`src/rtl/acs_pkg.sv`:
```
// acs_pkg: shared types and constants of the affinity chunk scheduler.
// No dependencies; used by acs_table and affinity_chunk_scheduler_unit.
`default_nettype none

package acs_pkg;

    localparam int CHUNK_BITS = 10;
    localparam int TC_BITS    = 5;
    localparam int TID_BITS   = 4;

    typedef logic [CHUNK_BITS-1:0] t_chunks;
    typedef logic [TC_BITS-1:0]    t_thread_count;
    typedef logic [TID_BITS-1:0]   t_tid;
    typedef logic [0:0]            t_cfg_idx;
    typedef logic [0:0]            t_kind;

    localparam t_chunks       CHUNK_MAX          = '1;
    localparam int            TOTAL_ITERS_RESET  = 1024;
    localparam t_thread_count THREAD_COUNT_RESET = 5'd4;

    localparam t_cfg_idx CFG_TOTAL_ITERS  = 1'b0;
    localparam t_cfg_idx CFG_THREAD_COUNT = 1'b1;

    localparam t_kind KIND_START   = 1'b0;
    localparam t_kind KIND_REQUEST = 1'b1;

endpackage

`default_nettype wire

```
`src/rtl/acs_div.sv`:
```
// acs_div: restoring divider, one quotient bit per cycle.
// Stand-alone; shared by every ceiling division of the scheduler.
`default_nettype none

module acs_div #(
    parameter int DIV_BITS = 25,
    parameter int DEN_BITS = 5
) (
    input  wire logic                i_clk,
    input  wire logic                i_rst_n,
    input  wire logic                i_start,
    input  wire logic [DIV_BITS-1:0] i_dividend,
    input  wire logic [DEN_BITS-1:0] i_divisor,
    output logic                     o_done,
    output logic [DIV_BITS-1:0]      o_quotient
);

    localparam int CW = $clog2(DIV_BITS + 1);

    logic                r_busy, n_busy;
    logic                r_done, n_done;
    logic [CW-1:0]       r_cnt, n_cnt;
    logic [DEN_BITS-1:0] r_rem, n_rem;
    logic [DIV_BITS-1:0] r_quo, n_quo;
    logic [DEN_BITS-1:0] r_den, n_den;

    logic [DEN_BITS:0]   w_trial;
    logic [DEN_BITS:0]   w_diff;
    logic                w_ge;

    assign w_trial = {r_rem, r_quo[DIV_BITS-1]};
    assign w_ge    = (w_trial >= {1'b0, r_den});
    assign w_diff  = w_trial - {1'b0, r_den};

    always_comb begin
        n_busy = r_busy;
        n_done = 1'b0;
        n_cnt  = r_cnt;
        n_rem  = r_rem;
        n_quo  = r_quo;
        n_den  = r_den;
        if (i_start) begin
            n_busy = 1'b1;
            n_cnt  = CW'(DIV_BITS);
            n_rem  = '0;
            n_quo  = i_dividend;
            n_den  = i_divisor;
        end else if (r_busy) begin
            // remainder stays below the divisor, so DEN_BITS hold it
            n_rem = w_ge ? w_diff[DEN_BITS-1:0] : w_trial[DEN_BITS-1:0];
            n_quo = {r_quo[DIV_BITS-2:0], w_ge};
            n_cnt = r_cnt - CW'(1);
            if (r_cnt == CW'(1)) begin
                n_busy = 1'b0;
                n_done = 1'b1;
            end
        end
    end

    always_ff @(posedge i_clk) begin
        if (!i_rst_n) begin
            r_busy <= 1'b0;
            r_done <= 1'b0;
        end else begin
            r_busy <= n_busy;
            r_done <= n_done;
        end
    end

    always_ff @(posedge i_clk) begin
        r_cnt <= n_cnt;
        r_rem <= n_rem;
        r_quo <= n_quo;
        r_den <= n_den;
    end

    assign o_done     = r_done;
    assign o_quotient = r_quo;

endmodule

`default_nettype wire

```
`src/rtl/acs_table.sv`:
```
// acs_table: per-worker share state (next start, share end, chunks left).
// One write and one registered read port; depends on acs_pkg.
`default_nettype none

module acs_table #(
    parameter int MAX_WORKERS = 16,
    parameter int ITER_BITS   = 24,
    parameter int WIDX        = 4
) (
    input  wire logic                 i_clk,
    input  wire logic                 i_rst_n,
    input  wire logic                 i_we,
    input  wire logic [WIDX-1:0]      i_waddr,
    input  wire logic [ITER_BITS-1:0] i_wnext,
    input  wire logic [ITER_BITS-1:0] i_wend,
    input  wire acs_pkg::t_chunks     i_wchunks,
    input  wire logic [WIDX-1:0]      i_raddr,
    output logic [ITER_BITS-1:0]      o_rnext,
    output logic [ITER_BITS-1:0]      o_rend,
    output acs_pkg::t_chunks          o_rchunks
);

    localparam int EW = 2 * ITER_BITS + acs_pkg::CHUNK_BITS;

    logic [EW-1:0] r_mem [MAX_WORKERS];
    logic [EW-1:0] r_rd;
    // a start sweep writes every entry; before the first one all read as zero
    logic          r_init, n_init;

    always_comb begin
        n_init = r_init;
        if (i_we && i_waddr == WIDX'(MAX_WORKERS - 1)) begin
            n_init = 1'b1;
        end
    end

    always_ff @(posedge i_clk) begin
        if (!i_rst_n) begin
            r_init <= 1'b0;
        end else begin
            r_init <= n_init;
        end
    end

    always_ff @(posedge i_clk) begin
        if (i_we) begin
            r_mem[i_waddr] <= {i_wnext, i_wend, i_wchunks};
        end
        r_rd <= r_mem[i_raddr];
    end

    assign o_rnext   = r_init ? r_rd[EW-1 -: ITER_BITS] : '0;
    assign o_rend    = r_init ? r_rd[acs_pkg::CHUNK_BITS +: ITER_BITS] : '0;
    assign o_rchunks = r_init ? r_rd[acs_pkg::CHUNK_BITS-1:0] : '0;

endmodule

`default_nettype wire

```
`src/rtl/affinity_chunk_scheduler_unit.sv`:
```
// Request: the own share is read from the table and the divider sets the grant size,
// with no division when the rest of the share is below P.
// Stealing scans the table entry of each active worker, then reads the donor.
// Start: a division gives the iterations per worker, then all MAX_WORKERS slots are
// swept, counting chunks by division and a tail below P as one chunk. One word at a time.
// Synchronous active-low reset; the worker table reads as empty until the first start.
`default_nettype none

module affinity_chunk_scheduler_unit #(
    parameter int MAX_WORKERS = 16,
    parameter int ITER_BITS   = 24
) (
    input  wire logic                           i_clk,
    input  wire logic                           i_rst_n,
    input  wire logic                           i_in_valid,
    output logic                                o_in_stall,
    input  wire logic                           i_kind,
    input  wire logic [acs_pkg::TID_BITS-1:0]   i_thread_id,
    output logic                                o_out_valid,
    input  wire logic                           i_out_stall,
    output logic                                o_has_work,
    output logic [ITER_BITS-1:0]                o_chunk_start,
    output logic [ITER_BITS-1:0]                o_chunk_end,
    output logic [acs_pkg::TID_BITS-1:0]        o_source_thread,
    input  wire logic                           i_cfg_we,
    input  wire logic                           i_cfg_index,
    input  wire logic [ITER_BITS-1:0]           i_cfg_data
);

    localparam int WIDX = (MAX_WORKERS > 1) ? $clog2(MAX_WORKERS) : 1;
    localparam int PW   = $clog2(MAX_WORKERS + 1);
    localparam int IB   = ITER_BITS;
    localparam int DVB  = ITER_BITS + 1;

    localparam logic [3:0] S_IDLE     = 4'd0;
    localparam logic [3:0] S_ST_IPT   = 4'd1;
    localparam logic [3:0] S_ST_IPT_W = 4'd2;
    localparam logic [3:0] S_ST_SHARE = 4'd3;
    localparam logic [3:0] S_ST_WALK  = 4'd4;
    localparam logic [3:0] S_ST_WDIV  = 4'd5;
    localparam logic [3:0] S_OWN_W    = 4'd6;
    localparam logic [3:0] S_SCAN_RD  = 4'd7;
    localparam logic [3:0] S_SCAN_CMP = 4'd8;
    localparam logic [3:0] S_SRC_RD   = 4'd9;
    localparam logic [3:0] S_SRC_W    = 4'd10;
    localparam logic [3:0] S_GRANT    = 4'd11;
    localparam logic [3:0] S_GRANT_DW = 4'd12;
    localparam logic [3:0] S_GRANT_WR = 4'd13;
    localparam logic [3:0] S_OUT      = 4'd14;

    // control
    logic [3:0]                    r_state, n_state;
    logic                          r_out_valid, n_out_valid;
    logic [IB-1:0]                 r_total_iters, n_total_iters;
    acs_pkg::t_thread_count        r_thread_count, n_thread_count;

    // working registers
    logic [PW-1:0]                 r_p, n_p;
    logic [PW-1:0]                 r_t, n_t;
    acs_pkg::t_chunks              r_best, n_best;
    logic                          r_found, n_found;
    logic [WIDX-1:0]               r_src, n_src;
    logic [IB-1:0]                 r_s, n_s;
    logic [IB-1:0]                 r_e, n_e;
    acs_pkg::t_chunks              r_cl, n_cl;
    logic [IB-1:0]                 r_size, n_size;
    logic [IB-1:0]                 r_ipt, n_ipt;
    logic [DVB-1:0]                r_acc, n_acc;
    logic [IB-1:0]                 r_lo, n_lo;
    logic [IB-1:0]                 r_hi, n_hi;
    logic [IB-1:0]                 r_cur, n_cur;
    acs_pkg::t_chunks              r_cnt, n_cnt;
    logic                          r_res_has, n_res_has;
    logic [IB-1:0]                 r_res_start, n_res_start;
    logic [IB-1:0]                 r_res_end, n_res_end;
    logic [acs_pkg::TID_BITS-1:0]  r_res_src, n_res_src;
    logic                          r_out_has, n_out_has;
    logic [IB-1:0]                 r_out_start, n_out_start;
    logic [IB-1:0]                 r_out_end, n_out_end;
    logic [acs_pkg::TID_BITS-1:0]  r_out_src, n_out_src;

    logic [PW-1:0]                 w_p;
    logic                          w_in_acc;
    logic [IB-1:0]                 w_walk_rem;
    logic [IB-1:0]                 w_g_rem;
    logic [IB-1:0]                 w_rem_sel;
    logic [DVB-1:0]                w_acc_nx;
    logic [IB-1:0]                 w_lo;
    logic [IB-1:0]                 w_hi;
    logic [PW-1:0]                 w_t_inc;
    logic                          w_hit;
    acs_pkg::t_chunks              w_cnt_inc;

    logic                          w_div_start;
    logic [DVB-1:0]                w_div_dvd;
    logic                          w_div_done;
    logic [DVB-1:0]                w_div_quo;

    logic                          w_tbl_we;
    logic [WIDX-1:0]               w_tbl_waddr;
    logic [IB-1:0]                 w_tbl_wnext;
    logic [IB-1:0]                 w_tbl_wend;
    acs_pkg::t_chunks              w_tbl_wchunks;
    logic [WIDX-1:0]               w_tbl_raddr;
    logic [IB-1:0]                 w_tbl_rnext;
    logic [IB-1:0]                 w_tbl_rend;
    acs_pkg::t_chunks              w_tbl_rchunks;

    acs_div #(
        .DIV_BITS (DVB),
        .DEN_BITS (PW)
    ) u_div (
        .i_clk      (i_clk),
        .i_rst_n    (i_rst_n),
        .i_start    (w_div_start),
        .i_dividend (w_div_dvd),
        .i_divisor  (r_p),
        .o_done     (w_div_done),
        .o_quotient (w_div_quo)
    );

    acs_table #(
        .MAX_WORKERS (MAX_WORKERS),
        .ITER_BITS   (ITER_BITS),
        .WIDX        (WIDX)
    ) u_table (
        .i_clk     (i_clk),
        .i_rst_n   (i_rst_n),
        .i_we      (w_tbl_we),
        .i_waddr   (w_tbl_waddr),
        .i_wnext   (w_tbl_wnext),
        .i_wend    (w_tbl_wend),
        .i_wchunks (w_tbl_wchunks),
        .i_raddr   (w_tbl_raddr),
        .o_rnext   (w_tbl_rnext),
        .o_rend    (w_tbl_rend),
        .o_rchunks (w_tbl_rchunks)
    );

    // worker count clamped to [1, MAX_WORKERS]
    always_comb begin
        if (r_thread_count == '0) begin
            w_p = PW'(1);
        end else if (int'(r_thread_count) > MAX_WORKERS) begin
            w_p = PW'(MAX_WORKERS);
        end else begin
            w_p = PW'(r_thread_count);
        end
    end

    assign w_in_acc   = i_in_valid && !o_in_stall;
    assign w_walk_rem = r_hi - r_cur;
    assign w_g_rem    = (r_e > r_s) ? (r_e - r_s) : '0;
    assign w_rem_sel  = (r_state == S_ST_WALK) ? w_walk_rem : w_g_rem;
    assign w_acc_nx   = r_acc + {1'b0, r_ipt};
    assign w_lo       = (r_acc > {1'b0, r_total_iters}) ? r_total_iters : r_acc[IB-1:0];
    assign w_hi       = (w_acc_nx > {1'b0, r_total_iters}) ? r_total_iters : w_acc_nx[IB-1:0];
    assign w_t_inc    = r_t + PW'(1);
    assign w_hit      = (w_tbl_rchunks > r_best);
    assign w_cnt_inc  = (r_cnt == acs_pkg::CHUNK_MAX) ? r_cnt : r_cnt + acs_pkg::t_chunks'(1);

    // ceil(x / p) as floor((x + p - 1) / p)
    always_comb begin
        if (r_state == S_ST_IPT) begin
            w_div_dvd = {1'b0, r_total_iters} + DVB'(r_p) - DVB'(1);
        end else begin
            w_div_dvd = {1'b0, w_rem_sel} + DVB'(r_p) - DVB'(1);
        end
    end

    always_comb begin
        n_state        = r_state;
        n_out_valid    = r_out_valid && i_out_stall;
        n_total_iters  = r_total_iters;
        n_thread_count = r_thread_count;
        n_p            = r_p;
        n_t            = r_t;
        n_best         = r_best;
        n_found        = r_found;
        n_src          = r_src;
        n_s            = r_s;
        n_e            = r_e;
        n_cl           = r_cl;
        n_size         = r_size;
        n_ipt          = r_ipt;
        n_acc          = r_acc;
        n_lo           = r_lo;
        n_hi           = r_hi;
        n_cur          = r_cur;
        n_cnt          = r_cnt;
        n_res_has      = r_res_has;
        n_res_start    = r_res_start;
        n_res_end      = r_res_end;
        n_res_src      = r_res_src;
        n_out_has      = r_out_has;
        n_out_start    = r_out_start;
        n_out_end      = r_out_end;
        n_out_src      = r_out_src;
        w_div_start    = 1'b0;
        w_tbl_we       = 1'b0;
        w_tbl_waddr    = r_src;
        w_tbl_wnext    = r_s + r_size;
        w_tbl_wend     = r_e;
        w_tbl_wchunks  = r_cl - acs_pkg::t_chunks'(1);
        w_tbl_raddr    = r_src;

        if (i_cfg_we) begin
            case (i_cfg_index)
                acs_pkg::CFG_TOTAL_ITERS:  n_total_iters  = i_cfg_data;
                acs_pkg::CFG_THREAD_COUNT: n_thread_count = i_cfg_data[acs_pkg::TC_BITS-1:0];
                default: ;
            endcase
        end

        case (r_state)
            S_IDLE: begin
                w_tbl_raddr = WIDX'(i_thread_id);
                if (w_in_acc) begin
                    n_p         = w_p;
                    n_src       = WIDX'(i_thread_id);
                    n_res_has   = 1'b0;
                    n_res_start = '0;
                    n_res_end   = '0;
                    n_res_src   = '0;
                    if (i_kind == acs_pkg::KIND_START) begin
                        n_t     = '0;
                        n_acc   = '0;
                        n_state = S_ST_IPT;
                    end else if (i_thread_id >= w_p) begin
                        n_state = S_OUT;
                    end else begin
                        n_state = S_OWN_W;
                    end
                end
            end
            S_ST_IPT: begin
                w_div_start = 1'b1;
                n_state     = S_ST_IPT_W;
            end
            S_ST_IPT_W: begin
                if (w_div_done) begin
                    n_ipt   = w_div_quo[IB-1:0];
                    n_state = S_ST_SHARE;
                end
            end
            S_ST_SHARE: begin
                if (r_t < r_p) begin
                    n_lo  = w_lo;
                    n_hi  = w_hi;
                    n_cur = w_lo;
                    n_acc = w_acc_nx;
                end else begin
                    n_lo  = '0;
                    n_hi  = '0;
                    n_cur = '0;
                end
                n_cnt   = '0;
                n_state = S_ST_WALK;
            end
            S_ST_WALK: begin
                if (r_cur >= r_hi) begin
                    w_tbl_we      = 1'b1;
                    w_tbl_waddr   = r_t[WIDX-1:0];
                    w_tbl_wnext   = r_lo;
                    w_tbl_wend    = r_hi;
                    w_tbl_wchunks = r_cnt;
                    if (r_t == PW'(MAX_WORKERS - 1)) begin
                        n_state = S_OUT;
                    end else begin
                        n_t     = w_t_inc;
                        n_state = S_ST_SHARE;
                    end
                end else if (w_walk_rem < IB'(r_p)) begin
                    // tail smaller than P goes out as one chunk
                    n_cur = r_hi;
                    n_cnt = w_cnt_inc;
                end else begin
                    w_div_start = 1'b1;
                    n_state     = S_ST_WDIV;
                end
            end
            S_ST_WDIV: begin
                if (w_div_done) begin
                    n_cur   = r_cur + w_div_quo[IB-1:0];
                    n_cnt   = w_cnt_inc;
                    n_state = S_ST_WALK;
                end
            end
            S_OWN_W: begin
                if (w_tbl_rchunks != '0) begin
                    n_s     = w_tbl_rnext;
                    n_e     = w_tbl_rend;
                    n_cl    = w_tbl_rchunks;
                    n_state = S_GRANT;
                end else begin
                    n_t     = '0;
                    n_best  = acs_pkg::t_chunks'(1);
                    n_found = 1'b0;
                    n_state = S_SCAN_RD;
                end
            end
            S_SCAN_RD: begin
                w_tbl_raddr = r_t[WIDX-1:0];
                n_state     = S_SCAN_CMP;
            end
            S_SCAN_CMP: begin
                // strict compare keeps the lowest-numbered worker on ties
                if (w_hit) begin
                    n_best  = w_tbl_rchunks;
                    n_src   = r_t[WIDX-1:0];
                    n_found = 1'b1;
                end
                if (w_t_inc == r_p) begin
                    n_state = (r_found || w_hit) ? S_SRC_RD : S_OUT;
                end else begin
                    n_t     = w_t_inc;
                    n_state = S_SCAN_RD;
                end
            end
            S_SRC_RD: begin
                n_state = S_SRC_W;
            end
            S_SRC_W: begin
                n_s     = w_tbl_rnext;
                n_e     = w_tbl_rend;
                n_cl    = w_tbl_rchunks;
                n_state = S_GRANT;
            end
            S_GRANT: begin
                if (w_g_rem < IB'(r_p)) begin
                    n_size  = w_g_rem;
                    n_state = S_GRANT_WR;
                end else begin
                    w_div_start = 1'b1;
                    n_state     = S_GRANT_DW;
                end
            end
            S_GRANT_DW: begin
                if (w_div_done) begin
                    n_size  = w_div_quo[IB-1:0];
                    n_state = S_GRANT_WR;
                end
            end
            S_GRANT_WR: begin
                w_tbl_we    = 1'b1;
                n_res_has   = 1'b1;
                n_res_start = r_s;
                n_res_end   = r_s + r_size;
                n_res_src   = acs_pkg::TID_BITS'(r_src);
                n_state     = S_OUT;
            end
            S_OUT: begin
                if (!r_out_valid || !i_out_stall) begin
                    n_out_valid = 1'b1;
                    n_out_has   = r_res_has;
                    n_out_start = r_res_start;
                    n_out_end   = r_res_end;
                    n_out_src   = r_res_src;
                    n_state     = S_IDLE;
                end
            end
            default: begin
                n_state = S_IDLE;
            end
        endcase
    end

    always_ff @(posedge i_clk) begin
        if (!i_rst_n) begin
            r_state        <= S_IDLE;
            r_out_valid    <= 1'b0;
            r_total_iters  <= IB'(acs_pkg::TOTAL_ITERS_RESET);
            r_thread_count <= acs_pkg::THREAD_COUNT_RESET;
        end else begin
            r_state        <= n_state;
            r_out_valid    <= n_out_valid;
            r_total_iters  <= n_total_iters;
            r_thread_count <= n_thread_count;
        end
    end

    always_ff @(posedge i_clk) begin
        r_p         <= n_p;
        r_t         <= n_t;
        r_best      <= n_best;
        r_found     <= n_found;
        r_src       <= n_src;
        r_s         <= n_s;
        r_e         <= n_e;
        r_cl        <= n_cl;
        r_size      <= n_size;
        r_ipt       <= n_ipt;
        r_acc       <= n_acc;
        r_lo        <= n_lo;
        r_hi        <= n_hi;
        r_cur       <= n_cur;
        r_cnt       <= n_cnt;
        r_res_has   <= n_res_has;
        r_res_start <= n_res_start;
        r_res_end   <= n_res_end;
        r_res_src   <= n_res_src;
        r_out_has   <= n_out_has;
        r_out_start <= n_out_start;
        r_out_end   <= n_out_end;
        r_out_src   <= n_out_src;
    end

    assign o_in_stall      = (r_state != S_IDLE);
    assign o_out_valid     = r_out_valid;
    assign o_has_work      = r_out_has;
    assign o_chunk_start   = r_out_start;
    assign o_chunk_end     = r_out_end;
    assign o_source_thread = r_out_src;

`ifndef SYNTH
    a_div_done_waited: assert property (@(posedge i_clk) disable iff (!i_rst_n)
        w_div_done |-> (r_state == S_ST_IPT_W || r_state == S_ST_WDIV ||
                        r_state == S_GRANT_DW))
        else $error("divider finished with no state waiting on it");

    a_grant_has_chunk: assert property (@(posedge i_clk) disable iff (!i_rst_n)
        (r_state == S_GRANT_WR) |-> (r_cl != '0))
        else $error("grant from a worker with no chunks left");

    a_steal_needs_two: assert property (@(posedge i_clk) disable iff (!i_rst_n)
        (r_state == S_SRC_RD) |-> (r_found && r_best > acs_pkg::t_chunks'(1)))
        else $error("steal from a worker holding fewer than two chunks");

    a_walk_in_share: assert property (@(posedge i_clk) disable iff (!i_rst_n)
        (r_state == S_ST_WALK) |-> (r_cur <= r_hi))
        else $error("chunk walk ran past the share end");
`endif

endmodule

`default_nettype wire
```
`config.mk`:
```
export PLATFORM = sky130hd
export DESIGN_NAME = affinity_chunk_scheduler_unit
export DESIGN_NICKNAME = d
export VERILOG_FILES = /design/src/rtl/acs_pkg.sv /design/src/rtl/acs_div.sv /design/src/rtl/acs_table.sv /design/src/rtl/affinity_chunk_scheduler_unit.sv
export SDC_FILE = /design/constraint.sdc
export NUM_CORES = 2
export LEC_CHECK = 0
export BUFFER_PORTS_ARGS = -buffer_cell sky130_fd_sc_hd__buf_4
export CAP_MARGIN = 10
export CORE_MARGIN = 4
export CORE_UTILIZATION = 40
export CTS_CLUSTER_DIAMETER = 150
export DETAILED_ROUTE_END_ITERATION = 8
export GPL_TIMING_DRIVEN = 1
export PLACE_DENSITY = 0.57
export RECOVER_POWER = 25
export SYNTH_ARGS = -nofsm -noshare
export SYNTH_HDL_FRONTEND = slang
export SYNTH_SLANG_ARGS = --single-unit
export TNS_END_PERCENT = 10
```
`constraint.sdc`:
```
create_clock -name i_clk -period 12.71 [get_ports i_clk]
set_input_delay 2.542 -clock i_clk [delete_from_list [all_inputs] [get_ports i_clk]]
set_output_delay 2.542 -clock i_clk [all_outputs]
set_load 0.1 [all_outputs]
```
==> summary.md <==
| Metric | Value |
|---|---|
| Result of the run | `finished with violations` |
| Failing checks | `max-capacitance violations, max-slew violations` |
| Initial Util | `approximately two fifths` |
| Synth area leader | `edfxtp_1` |
| Die area | `between 150000 and 200000 um^2` |
| P_sw | `between 6 and 7 mW` |
| Crit end category | `register` |
| Final Cell Area | `around 74000 um^2` |
| Hold Startpoint | `r_res_start[3]` |
| Ports | `90` |
| Detailed Route WL | `just under 200000 um` |
| Yosys reg bits | `between 1000 and 1500` |
| DR DRC count | `0` |
| TritonCTS clock tree | `done` |
| Async set or reset register ratio after synthesis | `0%` |
| Setup-failing EPs final | `0` |
| Clock share of power | `a little over a quarter` |
| Total number of vias | `45200` |
| # fillers | `between 10000 and 15000` |
| Post-synth EDFFs | `around 1300` |
| Hold slack | `0.394 ns` |
| GRT Total Usage | `between 20% and 30%` |
| Slowest cell on crit path | `clkbuf_1` |
| Core Util, Final | `between 40 and 50%` |
| Final Hold Fails | `0` |
| Antenna violations before repair | `7` |
| Peak VDD IR | `about 0.00025 V` |
| Crit Path Class | `in2reg` |
| Max Cap Viol | `15` |
| Pint | `about 10 mW` |
| Vias in the first global route | `approximately 43000` |
| Max-slew violations | `545` |
| Min-delay worst type | `reg2reg` |
| Seq/Total Area, Yosys | `62.9%` |
| WP data required | `13.32 ns` |
| Dominant delay contributor by cell family on the critical path | `buffers and inverters` |
| Pre-CTS WS | `6.38 ns` |
| PwrDens | `roughly 230 nW/um^2` |
| # nets final | `6098` |
| Mapped Area | `approximately 65000 um^2` |
| Number of iterations in the first detailed-routing pass | `6` |
| Worst setup SP type | `input port` |
| Rel. slew slack | `-139%` |
| Critical Path Fanout Max | `61` |
| Syn Area/Cell | `between 10 and 15 um^2` |
| Later-pin clock latency in the skew report | `about 0.8 ns` |
| Avg Vias per Cell | `about 5.6` |
| Critical R2R Capture | `u_table.r_rd[50]` |
| R2R depth | `11` |
| Crit path buffers/inverters | `3` |
| Leakage | `about 27 nW` |
| First-pass GRT wire length | `approximately 280000 um` |
| DIE HEIGHT | `roughly 410 um` |
| GP Congestion | `about 0.90` |
| Critical path cell sequence | `buf_4 -> a22oi_1 -> and2_0 -> clkbuf_1 -> buf_4 -> a311oi_1 -> a311oi_1 -> a31oi_1` |
| Sequential power share | `a little over a third` |
| Combinational power share | `38.4%` |
| WP data arrival | `roughly 8.9 ns` |
| Sw frac | `approximately two fifths` |
| Worst r2r src | `r_state[1]` |
| CTS-repair resized insts | `0` |
| Final cycle utilization of the critical path | `between 60% and 70%` |
| FF-to-FF setup slack | `between 4 and 5 ns` |
| CTS buffer count | `roughly 150` |
| Routed Antenna Nets | `0` |
| Dpl cell area | `68800 um^2` |
| Largest net degree at the start of global routing | `165` |
| Share of cells above drive strength 1 | `under 10%` |
| Die width | `413 um` |
| Wire per inst | `24.0 um` |
| Area Growth Syn to Fin | `12.5%` |
| GRT overflow | `0` |
| Root Driver | `clkbuf_16` |
| Clock sinks | `between 1000 and 1500` |
| Cts hold-fix bufs | `0` |
| Clock transition at path regs | `~0.060 ns` |
| Worst Slack Setup Final | `4.46 ns` |
| H-tree Lvls | `4` |
| Clock buffer depth | `3` |
| Hold path depth | `0` |
| Synth top cells by count | `edfxtp_1, nand2_1, nand3_1` |
| Worst-margin pin slew | `3.58 ns` |
| IO buf count | `89` |
| Post-synth top area share | `approximately three fifths` |
| Fmax achieved | `roughly 0.12 GHz` |
| Synth Flop Type | `edfxtp_1` |
| Final HPWL from detailed placement | `~120000 um` |
| Post-CTS Setup Bufs | `0` |
| Setup tns final | `0 ns` |
| Syn nets | `between 6000 and 7000` |
| Most numerous cell in the Yosys netlist | `edfxtp_1` |
| Num rows | `between 100 and 150` |
| Core Box Area | `roughly 160000 um^2` |
| Skew final | `between 0.05 and 0.06 ns` |
| Worst Hold End | `o_chunk_start[3]` |
| Crit path time final | `8.25 ns` |
| Setup repair after global routing missed its margin | `no` |
| Synth unique cells | `85` |
| Top post-synthesis cells by area | `edfxtp_1, nand2_1, ha_1` |
| Post-Synthesis Cells | `~5700` |
| DRT iter0 DRCs | `4864` |
| Yosys warnings | `0` |
| Slowest stage delay, CP | `2.60 ns` |
## power groups by stage
stage | Sequential [mW] | Combinational, mW | Clock (mW)
after CTS | 6.14 | 6.60 | 4.57
after global routing | 6.16 | 7.28 | 4.77
final | 6.14 | 6.61 | 4.48
after floorplan | 6.00 | 4.60 | 0
after detailed placement | 6.23 | 6.58 | 0
after global placement | 6.23 | 6.53 | 0
## worst max-delay path by stage
stage,start,end,depth (start not counted)
after floorplan,r_hi[0],u_table.r_mem[4][0],17
after global routing,r_state[1],u_table.r_rd[47],11
after CTS,r_e[0],u_div.o_quotient[5],21
after global placement,r_hi[0],u_table.r_mem[2][45],19
final,i_thread_id[3],u_table.r_rd[50],8
after detailed placement,r_hi[0],u_table.r_mem[10][56],19
## stage by stage
stage / cells / total power, mW
detailed placement: 7812 / 12.8
CTS: 8094 / 17.3
floorplan: 5741 / 10.6
finish: 8100 / 17.2
global placement: 7812 / 12.8
global route: 8097 / 18.2
## cell type report
cell class,instances,area (um^2),area share [%]
Multi-Input combinational cell,3851,22700,30.8
Clock inverter,66,851,1.16
Inverter,197,742,1.01
Timing Repair Buffer,185,1200,1.63
Clock buffer,216,4260,5.78
Tap cell,2175,2720,3.70
Sequential cell,1407,41200,56.0
Antenna cell,3,7.51,0.0102
## per-layer routing
metal  up-vias  global-route usage, %  part of all wire, %
met2      1572                   36.1                   47
met4         4                   6.74                  2.8
met5         -                      0                 0.12
li1      21000                      -                    -
met3       292                   3.44                  6.7
met1     22400                   31.2                   43
## cell usage in the layout, fill, tap and decap left out, types with 13 or more instances in the layout
cell type  instances
clkbuf_16        155
a31oi_1           88
xor2_1            59
nor4_1            13
and2_0            79
nor2b_1           34
mux2_2            14
a221o_1           19
a21boi_0          33
nand3_1          521
xnor2_1           94
nor3_1            53
o21ai_1           18
or3_1             14
a211oi_1          20
mux2i_1           48
o21ai_0          141
and2_1            26
a311oi_1         125
nor2_4            17
buf_4            105
or2_2             14
nor2_1           266
dfxtp_1          105
nand2b_1          39
and3_1            80
a21oi_1          175
edfxtp_1        1302
clkbuf_1         119
a21o_1            70
clkinv_1          26
nand4_1           24
o21a_1            52
inv_1            196
ha_1             259
clkbuf_8          15
nand2_1         1265
## flip-flops by register name, summed over array words and instances (netlist names), 25 cells and up
register and cells:
u_table.r_mem 928, r_acc 25, u_table.r_rd 58, u_div.o_quotient 25
## cells by family after synthesis
family          share of synthesized area (%)
simple gates                             17.0
buf+inv                                  2.81
fa+ha+maj                                5.21
compound gates                           9.01
mux                                      1.04
flops                                    62.9
xor+xnor                                 2.05
No activity file was read; power rests on OpenSTA's default activity.
